$ cat src/rtl/rgb565_pixel_compositor_top_macros.svh
// assertion macros for the compositor
`ifndef RGB565_PIXEL_COMPOSITOR_TOP_MACROS_SVH
`define RGB565_PIXEL_COMPOSITOR_TOP_MACROS_SVH

// same-cycle implication, sampled on clk, off during reset
`define RPC_ASSERT_NOW(label, ante, cons, msg) \
  label: assert property (@(posedge clk) disable iff (rst) (ante) |-> (cons)) \
    else $error(msg);

// next-cycle implication, sampled on clk, off during reset
`define RPC_ASSERT_NEXT(label, ante, cons, msg) \
  label: assert property (@(posedge clk) disable iff (rst) (ante) |=> (cons)) \
    else $error(msg);

`endif

$ cat src/rtl/rpc_pkg.sv
package rpc_pkg;

  localparam int PIX_W      = 16;
  localparam int CH_W       = 6;
  localparam int NUM_CH     = 3;
  localparam int COV_W      = 8;
  localparam int CMD_W      = 2;
  localparam int MULT_W     = 9;
  localparam int STR_W      = 8;
  localparam int PROD_W     = 16;
  localparam int CFG_IDX_W  = 2;
  localparam int CFG_DATA_W = 16;

  localparam logic [CMD_W-1:0] CMD_ALPHA = 2'd0;
  localparam logic [CMD_W-1:0] CMD_TINT  = 2'd1;
  localparam logic [CMD_W-1:0] CMD_ADD   = 2'd2;

  localparam logic [CFG_IDX_W-1:0] REG_ALPHA_MULT    = 2'd0;
  localparam logic [CFG_IDX_W-1:0] REG_TINT_COLOR    = 2'd1;
  localparam logic [CFG_IDX_W-1:0] REG_TINT_STRENGTH = 2'd2;

  localparam logic [MULT_W-1:0] ALPHA_MULT_RESET    = 9'd256;
  localparam logic [PIX_W-1:0]  TINT_COLOR_RESET    = 16'hFFFF;
  localparam logic [STR_W-1:0]  TINT_STRENGTH_RESET = 8'd170;

  localparam logic [COV_W-1:0] COV_FULL = 8'd255;
  localparam logic [CH_W-1:0]  CH_MAX_G  = 6'd63;
  localparam logic [CH_W-1:0]  CH_MAX_RB = 6'd31;
  localparam int               LANE_G    = 1;

  typedef logic [CH_W-1:0] chan_t;
  typedef chan_t [NUM_CH-1:0] chans_t;   // [2] red, [1] green, [0] blue
  typedef logic [PROD_W-1:0] prod_t;
  typedef prod_t [NUM_CH-1:0] prods_t;

  typedef struct packed {
    logic [MULT_W-1:0] alpha_mult;
    logic [PIX_W-1:0]  tint_color;
    logic [STR_W-1:0]  tint_strength;
  } cfg_t;

  typedef struct packed {
    logic [CMD_W-1:0] cmd;
    logic [PIX_W-1:0] dst;
    logic [PIX_W-1:0] src;
    logic [COV_W-1:0] cov;
  } pix_in_t;

  typedef struct packed {
    logic [CMD_W-1:0] cmd;
    logic             we;
    logic             copy;
    chans_t           dst;
    chans_t           src;
    chans_t           tint;
    logic [COV_W-1:0] cov;
    logic [COV_W-1:0] a_fade;
  } s1_t;

  typedef struct packed {
    logic [CMD_W-1:0] cmd;
    logic             we;
    logic             copy;
    chans_t           dst;
    chans_t           src;
    prods_t           blend_prod;
    chans_t           add_part;
  } s2_t;

  typedef struct packed {
    logic [PIX_W-1:0] pixel;
    logic             we;
  } res_t;

  function automatic chans_t unpack_pix(input logic [PIX_W-1:0] p);
    chans_t c;
    c[2] = {1'b0, p[15:11]};
    c[1] = p[10:5];
    c[0] = {1'b0, p[4:0]};
    return c;
  endfunction

  function automatic logic [PIX_W-1:0] pack_pix(input chans_t c);
    return {c[2][4:0], c[1], c[0][4:0]};
  endfunction

endpackage

$ cat src/rtl/rpc_stage_pre.sv
module rpc_stage_pre
  import rpc_pkg::*;
(
  input  logic    clk,
  input  logic    rst,
  input  cfg_t    cfg,
  input  logic    in_valid,
  output logic    in_ready,
  input  pix_in_t in_word,
  output logic    out_valid,
  input  logic    out_ready,
  output s1_t     out_word
);

  logic                     valid;
  s1_t                      word;
  s1_t                      word_next;
  chans_t                   src_ch;
  chans_t                   tint_ch;
  logic signed [CH_W:0]     tdiff   [NUM_CH];
  logic signed [PROD_W-1:0] tprod   [NUM_CH];
  logic [7:0]               tsum    [NUM_CH];
  logic [2*COV_W-1:0]       fade_p;

  assign in_ready  = !valid || out_ready;
  assign out_valid = valid;
  assign out_word  = word;

  // tint pull of the source and coverage fade
  always_comb begin
    src_ch  = unpack_pix(in_word.src);
    tint_ch = unpack_pix(cfg.tint_color);
    for (int i = 0; i < NUM_CH; i++) begin
      tdiff[i] = $signed({1'b0, tint_ch[i]}) - $signed({1'b0, src_ch[i]});
      tprod[i] = PROD_W'(tdiff[i]) * PROD_W'($signed({1'b0, cfg.tint_strength}));
      tsum[i]  = {2'b00, src_ch[i]} + tprod[i][15:8];
    end
    fade_p = (2*COV_W)'(in_word.cov) * (2*COV_W)'(cfg.alpha_mult[7:0]);

    word_next.cmd  = in_word.cmd;
    word_next.dst  = unpack_pix(in_word.dst);
    word_next.src  = src_ch;
    for (int i = 0; i < NUM_CH; i++) begin
      word_next.tint[i] = tsum[i][CH_W-1:0];
    end
    word_next.cov    = in_word.cov;
    word_next.a_fade = cfg.alpha_mult[8] ? in_word.cov : fade_p[2*COV_W-1:COV_W];
    word_next.copy   = (in_word.cmd == CMD_ALPHA) && cfg.alpha_mult[8]
                       && (in_word.cov == COV_FULL);
    if (in_word.cmd == CMD_ALPHA || in_word.cmd == CMD_TINT) begin
      word_next.we = (in_word.cov != '0);
    end else begin
      word_next.we = (in_word.cmd == CMD_ADD);
    end
  end

  always_ff @(posedge clk) begin
    if (rst) begin
      valid <= 1'b0;
    end else if (in_ready) begin
      valid <= in_valid;
    end
  end

  always_ff @(posedge clk) begin
    if (in_ready && in_valid) begin
      word <= word_next;
    end
  end

endmodule

$ cat src/rtl/rpc_stage_mul.sv
module rpc_stage_mul
  import rpc_pkg::*;
(
  input  logic clk,
  input  logic rst,
  input  logic in_valid,
  output logic in_ready,
  input  s1_t  in_word,
  output logic out_valid,
  input  logic out_ready,
  output s2_t  out_word
);

  logic                     valid;
  s2_t                      word;
  s2_t                      word_next;
  chans_t                   sel_src;
  logic [COV_W-1:0]         sel_a;
  logic signed [CH_W:0]     bdiff  [NUM_CH];
  logic [CH_W+COV_W-1:0]    addp   [NUM_CH];

  assign in_ready  = !valid || out_ready;
  assign out_valid = valid;
  assign out_word  = word;

  // blend and additive products per channel
  always_comb begin
    sel_src = (in_word.cmd == CMD_TINT) ? in_word.tint : in_word.src;
    sel_a   = (in_word.cmd == CMD_ALPHA) ? in_word.a_fade : in_word.cov;
    word_next.cmd  = in_word.cmd;
    word_next.we   = in_word.we;
    word_next.copy = in_word.copy;
    word_next.dst  = in_word.dst;
    word_next.src  = in_word.src;
    for (int i = 0; i < NUM_CH; i++) begin
      bdiff[i] = $signed({1'b0, sel_src[i]}) - $signed({1'b0, in_word.dst[i]});
      word_next.blend_prod[i] = PROD_W'(bdiff[i]) * PROD_W'($signed({1'b0, sel_a}));
      addp[i] = (CH_W+COV_W)'(in_word.src[i]) * (CH_W+COV_W)'(in_word.cov);
      word_next.add_part[i] = addp[i][CH_W+COV_W-1:COV_W];
    end
  end

  always_ff @(posedge clk) begin
    if (rst) begin
      valid <= 1'b0;
    end else if (in_ready) begin
      valid <= in_valid;
    end
  end

  always_ff @(posedge clk) begin
    if (in_ready && in_valid) begin
      word <= word_next;
    end
  end

endmodule

$ cat src/rtl/rpc_stage_out.sv
module rpc_stage_out
  import rpc_pkg::*;
(
  input  logic clk,
  input  logic rst,
  input  logic in_valid,
  output logic in_ready,
  input  s2_t  in_word,
  output logic out_valid,
  input  logic out_ready,
  output res_t out_word
);

  logic       valid;
  res_t       word;
  res_t       word_next;
  chans_t     blend_ch;
  chans_t     add_ch;
  logic [7:0] bsum [NUM_CH];
  logic [CH_W:0] asum [NUM_CH];
  chan_t      top;

  assign in_ready  = !valid || out_ready;
  assign out_valid = valid;
  assign out_word  = word;

  // final add, saturation and mode select
  always_comb begin
    top = CH_MAX_RB;
    for (int i = 0; i < NUM_CH; i++) begin
      bsum[i]     = {2'b00, in_word.dst[i]} + in_word.blend_prod[i][15:8];
      blend_ch[i] = bsum[i][CH_W-1:0];
      asum[i]     = {1'b0, in_word.dst[i]} + {1'b0, in_word.add_part[i]};
      top         = (i == LANE_G) ? CH_MAX_G : CH_MAX_RB;
      add_ch[i]   = (asum[i] > {1'b0, top}) ? top : asum[i][CH_W-1:0];
    end
    word_next.we = in_word.we;
    priority if (!in_word.we) begin
      word_next.pixel = pack_pix(in_word.dst);
    end else if (in_word.cmd == CMD_ADD) begin
      word_next.pixel = pack_pix(add_ch);
    end else if (in_word.copy) begin
      word_next.pixel = pack_pix(in_word.src);
    end else begin
      word_next.pixel = pack_pix(blend_ch);
    end
  end

  always_ff @(posedge clk) begin
    if (rst) begin
      valid <= 1'b0;
    end else if (in_ready) begin
      valid <= in_valid;
    end
  end

  always_ff @(posedge clk) begin
    if (in_ready && in_valid) begin
      word <= word_next;
    end
  end

endmodule

$ cat src/rtl/rgb565_pixel_compositor_top.sv
// RGB565 pixel compositor: one word in and one word out per clock when the output is not
// stalled, each accepted word registered in turn in every stage. The stages are the
// tint pull and coverage fade, the per-channel blend and add products, then the final
// add with saturation and mode select; each stage holds its word under backpressure, so
// a stall loses nothing and the pipeline keeps three words in flight. cmd 0 blends with
// coverage faded by alpha_multiplier (256 means no fade, full coverage copies the
// source), cmd 1 pulls the source toward tint_color by tint_strength and then blends,
// cmd 2 adds the scaled source with saturation. Zero coverage in cmd 0 or 1, and cmd 3,
// give write_enable low with out_pixel equal to dst_pixel. Registers must be written
// only while no word is in flight; the block itself does not enforce this.
`include "rgb565_pixel_compositor_top_macros.svh"

module rgb565_pixel_compositor_top
  import rpc_pkg::*;
(
  input  logic                  clk,
  input  logic                  rst,
  input  logic                  cfg_we,
  input  logic [CFG_IDX_W-1:0]  cfg_index,
  input  logic [CFG_DATA_W-1:0] cfg_data,
  input  logic                  in_valid,
  output logic                  in_ready,
  input  logic [CMD_W-1:0]      cmd,
  input  logic [PIX_W-1:0]      dst_pixel,
  input  logic [PIX_W-1:0]      src_pixel,
  input  logic [COV_W-1:0]      coverage,
  output logic                  out_valid,
  input  logic                  out_ready,
  output logic [PIX_W-1:0]      out_pixel,
  output logic                  write_enable
);

  cfg_t    cfg;
  pix_in_t in_word;
  s1_t     s1_word;
  s2_t     s2_word;
  res_t    res_word;
  logic    s1_valid;
  logic    s1_ready;
  logic    s2_valid;
  logic    s2_ready;

  always_ff @(posedge clk) begin
    if (rst) begin
      cfg.alpha_mult    <= ALPHA_MULT_RESET;
      cfg.tint_color    <= TINT_COLOR_RESET;
      cfg.tint_strength <= TINT_STRENGTH_RESET;
    end else if (cfg_we) begin
      unique case (cfg_index)
        REG_ALPHA_MULT:    cfg.alpha_mult    <= cfg_data[MULT_W-1:0];
        REG_TINT_COLOR:    cfg.tint_color    <= cfg_data[PIX_W-1:0];
        REG_TINT_STRENGTH: cfg.tint_strength <= cfg_data[STR_W-1:0];
        default: ;
      endcase
    end
  end

  assign in_word.cmd = cmd;
  assign in_word.dst = dst_pixel;
  assign in_word.src = src_pixel;
  assign in_word.cov = coverage;

  rpc_stage_pre u_pre (
    .clk       (clk),
    .rst       (rst),
    .cfg       (cfg),
    .in_valid  (in_valid),
    .in_ready  (in_ready),
    .in_word   (in_word),
    .out_valid (s1_valid),
    .out_ready (s1_ready),
    .out_word  (s1_word)
  );

  rpc_stage_mul u_mul (
    .clk       (clk),
    .rst       (rst),
    .in_valid  (s1_valid),
    .in_ready  (s1_ready),
    .in_word   (s1_word),
    .out_valid (s2_valid),
    .out_ready (s2_ready),
    .out_word  (s2_word)
  );

  rpc_stage_out u_out (
    .clk       (clk),
    .rst       (rst),
    .in_valid  (s2_valid),
    .in_ready  (s2_ready),
    .in_word   (s2_word),
    .out_valid (out_valid),
    .out_ready (out_ready),
    .out_word  (res_word)
  );

  assign out_pixel    = res_word.pixel;
  assign write_enable = res_word.we;

  // input stalls only when every stage is full and the output is held
  `RPC_ASSERT_NOW(a_stall_only_when_full, !in_ready,
    s1_valid && s2_valid && out_valid && !out_ready, "input stalled with room in pipe")
  // an accepted word lands in the first stage
  `RPC_ASSERT_NEXT(a_accept_lands, in_valid && in_ready, s1_valid,
    "accepted word lost at first stage")
  // a held result keeps its value
  `RPC_ASSERT_NEXT(a_result_holds, out_valid && !out_ready,
    out_valid && $stable(out_pixel) && $stable(write_enable), "held result changed")

endmodule

$ cat config.mk
export PLATFORM = sky130hd
export DESIGN_NAME = rgb565_pixel_compositor_top
export DESIGN_NICKNAME = d
export VERILOG_FILES = /design/src/rtl/rpc_pkg.sv /design/src/rtl/rpc_stage_pre.sv /design/src/rtl/rpc_stage_mul.sv /design/src/rtl/rpc_stage_out.sv /design/src/rtl/rgb565_pixel_compositor_top.sv
export VERILOG_INCLUDE_DIRS = /design/src /design/src/rtl
export SDC_FILE = /design/constraint.sdc
export NUM_CORES = 1
export LEC_CHECK = 0
export BUFFER_PORTS_ARGS = -buffer_cell sky130_fd_sc_hd__buf_2
export CORE_UTILIZATION = 38
export CTS_CLUSTER_SIZE = 25
export DETAILED_ROUTE_END_ITERATION = 10
export GPL_ROUTABILITY_DRIVEN = 0
export PLACE_DENSITY = 0.49
export RECOVER_POWER = 25
export SETUP_SLACK_MARGIN = 0.4
export SYNTH_ARGS = -nofsm -noshare
export SYNTH_HDL_FRONTEND = slang
export SYNTH_SLANG_ARGS = --single-unit
export TNS_END_PERCENT = 10
$ cat constraint.sdc
create_clock -name clk -period 10.4 [get_ports clk]
set_clock_uncertainty 0.2 [all_clocks]
set_input_delay 2.08 -clock clk [delete_from_list [all_inputs] [get_ports clk]]
set_output_delay 2.08 -clock clk [all_outputs]
set_load 0.01 [all_outputs]
==> results list <==
- The first global-routing pass estimated between 90 and 100 mm of wire.
* Routed wire length per instance: 17.45 um
- Worst Path Class, Setup: in -> reg
- Across the run, the number of max-cap violations was 1.
* Outcome: finished, violations left
- Detailed-route wire length on metal 1: 28.03 mm
- Routed signal wires occupy layers up through met4.
* Count of cell types in the netlist: 66
* DR vias: 16499
- Share of post-route cells with drive strength above 1: 0.06471
* Max transition margin: -0.05311
- Number of cell rows: 91
- Clock Sinks: approximately 190
- Final period util: 0.8368
* Placement-stage worst setup slack: roughly 1.3 ns
* Power, Total: 7.813 mW
* Per-instance average area after synthesis: 9.667 sq um
- Of the total power, the share spent switching nets is 0.4582.
- Leading cell type in the layout, fill and taps excluded: inv_1
* Number of design rule violations left after detail routing: 0
* Number of warnings reported in the yosys synthesis log: 0
- Leakage power: 12.55 nW
- The count of cells in the finished layout, fillers not included, comes to 3356.
* Top library cells by usage in the layout, fill and taps aside: 420 x inv_1, 336 x ha_1, 280 x nand2_1
- Entering global routing, the biggest net connects 71 pins.
- Signal arrival time at the worst endpoint: 8.74 ns
- Max Freq: 114.9 MHz
- Yosys mapped a number of flops with a built-in enable equal to 155.
- From synthesis to final layout, the design area changed by 8.204%.
- Of the total power, combinational logic draws 0.743.
- Maximum level of the CTS H-tree: 4
* Cell family with most CP delay: adder cells
- Delay of the slowest cell on the worst path: ~0.50 ns
- Leftover overflow at the end of global routing: 0
- The share of total power dissipated in the clock network is 0.088.
- The tree is rooted in a clkbuf_16.
- The routed design has roughly 60 mm of wire.
- Detailed placement HPWL: 46.85 mm
- For this run, the register share of the synthesized area comes to 0.2262.
* Number of hold-repair buffers added at the cts stage: 0
* Number of buffers and inverters on the critical path: 5
- Insertion delay of the later-clocked pin in the worst-skew pair: about 0.50 ns
* Detailed router's first-iteration violation count: 673
- Core footprint: between 60000 and 70000 sq um
- CTS Buf Count: 17
- Area used by multi-input combinational logic: 16560 sq um
- VDD IR-drop max: between 0.2 and 0.25 mV
* Share of flip-flops with an asynchronous set or reset after synthesis: 0
* Vias in the first global route: around 17000
- Among all flip-flop cells after synthesis, the most frequent one is edfxtp_1.
- Post-synthesis instance total: 2458
- Cell with the largest stage delay on the worst path: fa_1
- After filler insertion, the fill cell instance count of the layout stands at 6068.
* Setup crit end kind: flop
- GR Util All Layers: 0.1946
* Post-route worst setup slack: roughly 1.7 ns
* Count of final max-slew check failures: 34
* Detail Route Antenna Nets: 0
- Number of antenna violations at the first check in global routing: 0
- For this run, the post-layout net count is 3179.
* Part of the power in registers: 0.169
* TritonCTS clock tree: yes
- For this run, the detailed router's first-pass iteration total came to 5.
- Synthesis produced a netlist with a net count of 3131.
* Dominant cell type by count on the critical path: fa_1
- The internal power of the cells totals approximately 4.2 mW.
- Required time at the endpoint of the critical path: around 10 ns
- I/O pin count: 84
* Yosys reg bits: 191
- Die height: 252.1 um
* PortBufs: 83
* Hold Crit Class: reg -> reg
* Die width: roughly 250 um
* Flip-flop and latch area: 5375 sq um
- In this run the deepest clock path goes through 2 buffers.
- In this run the worst path has a maximum fanout of 9.
- Clock transition at the register clock pins on the worst setup and hold paths after CTS: 0.08 ns
- The final reports fail on capacitance limit, slew limit.
* Number of setup violations in the final report: 0
- 0 antenna diodes ended up in the layout.
* Tightest Pin Transition: around 1.6 ns
* Total power density per cell area: between 300 and 400 nW/um^2
- Metal2 WL: 27.76 mm
- PostCTS Resize Cnt: 0
* Length of routed met3 wiring: 1.605 mm
- Post CTS Setup Buffer Count: 0
- The worst setup path is launched from an input pin.
- For the final routed database, the setup TNS stands at 0 ns.
- Min Tclk post-route: between 8 and 9 ns
- The initial utilization of the core area, before any placement, comes to 0.3850.
- Hold Vio Cnt, Final: 0
- RSZ-0062 raised after global routing: false
- Once layout is complete, the utilization of the core stands at 0.4166.
- Net Switching: 3.580 mW
* Number of placed cells counting well taps: approximately 3300
- Dividing the detail-routed via count by the number of cells gives 4.916.
- Setup slack of the worst register-to-register path: 2.95 ns
- In this run the cell area of the synthesized design comes to roughly 24000 sq um.
- Area of the die: 63530 sq um
[cell families after synthesis]
kind of cell               synth area share
and+or+nand+nor                      0.1511
adders and majority gates            0.4061
buffers and inverters               0.07846
AOI/OAI and AO/OA                   0.06967
DFF                                  0.2262
xor gates and xnor gates            0.04645
muxes                               0.02201
[final timing paths]
| path | startpoint | endpoint | depth (start not counted) |
|---|---|---|---|
| setup / recovery | src_pixel[5] | u_pre.out_word[27] | 30 |
| hold / removal | u_pre.out_word[70] | u_mul.out_word[102] | 0 |
| setup reg to reg | u_pre.out_word[72] | u_mul.out_word[30] | 21 |
| hold reg to reg | u_pre.out_word[70] | u_mul.out_word[102] | 0 |
[power groups by stage]
stage | clock network [mW] | registers [mW] | logic (mW)
6_report | 0.685 | 1.32 | 5.81
5_1_grt | 0.733 | 1.34 | 6.74
4_1_cts | 0.711 | 1.32 | 5.91
3_5_place_dp | 0 | 1.34 | 5.84
3_3_place_gp | 0 | 1.34 | 5.72
2_1_floorplan | 0 | 1.29 | 4.53
[layer usage]
metal,up-vias,GRT usage
li1,8035,-
met1,8159,0.2650
met2,254,0.3233
met3,51,0.02486
met4,0,0.05558
met5,-,0
[synth_stat cells, types with 10 or more instances]
library cell	count	area, sq um
a21o_1	29	217.7
a21oi_1	66	330.3
and2_1	146	913.4
and3_1	10	62.56
clkbuf_1	67	251.5
dfxtp_1	36	720.7
edfxtp_1	155	4654
fa_1	272	5445
ha_1	336	4204
inv_1	420	1577
mux2_2	26	292.8
mux2i_1	23	230.2
nand2_1	280	1051
nand2b_1	37	231.5
nand3b_1	19	142.6
nor2_1	143	536.8
nor2b_1	35	219.0
nor3_1	20	100.1
o21a_1	15	112.6
o21ai_0	59	295.3
o221ai_1	10	87.58
or2_2	11	68.82
xnor2_1	87	762.0
xor2_1	39	341.6
[per-stage QoR]
step	hold WS (ns)	area, sq um
2_1_floorplan	0.2003	23760
3_3_place_gp	0.2036	25140
3_5_place_dp	0.2062	25140
4_1_cts	0.2253	25750
5_1_grt	0.2400	25710
6_report	0.2226	25710
[flip-flops by register name, indices dropped and copies added (netlist names)]
register	count
u_out.out_valid	1
u_mul.out_word	68
cfg	33
u_mul.out_valid	1
u_pre.out_word	70
u_out.out_word	17
u_pre.out_valid	1
[area by class of cell]
cell class,instances,area share
tap,837,0.04073
inverter,420,0.06132
clock inverter,15,0.006862
sequential,191,0.2091
clock buffer,17,0.01655
timing repair buffer,105,0.02117
multi-input combinational,1771,0.6443
[worst register-to-register path, stage by stage, from the launching register on]
cell	delay, ns
edfxtp_1	0.58
nor2b_1	0.54
buf_4	0.32
mux2_2	0.41
ha_1	0.29
nor2b_1	0.14
o211ai_1	0.24
a21oi_1	0.15
nor3_1	0.64
nand2_1	0.17
fa_1	0.52
inv_1	0.05
fa_1	0.45
fa_1	0.51
fa_1	0.42
ha_1	0.22
or4_1	0.52
o22ai_2	0.19
o21ai_1	0.15
a21o_1	0.22
a21oi_1	0.17
xnor2_1	0.09
No activity file was read; power rests on OpenSTA's default activity.
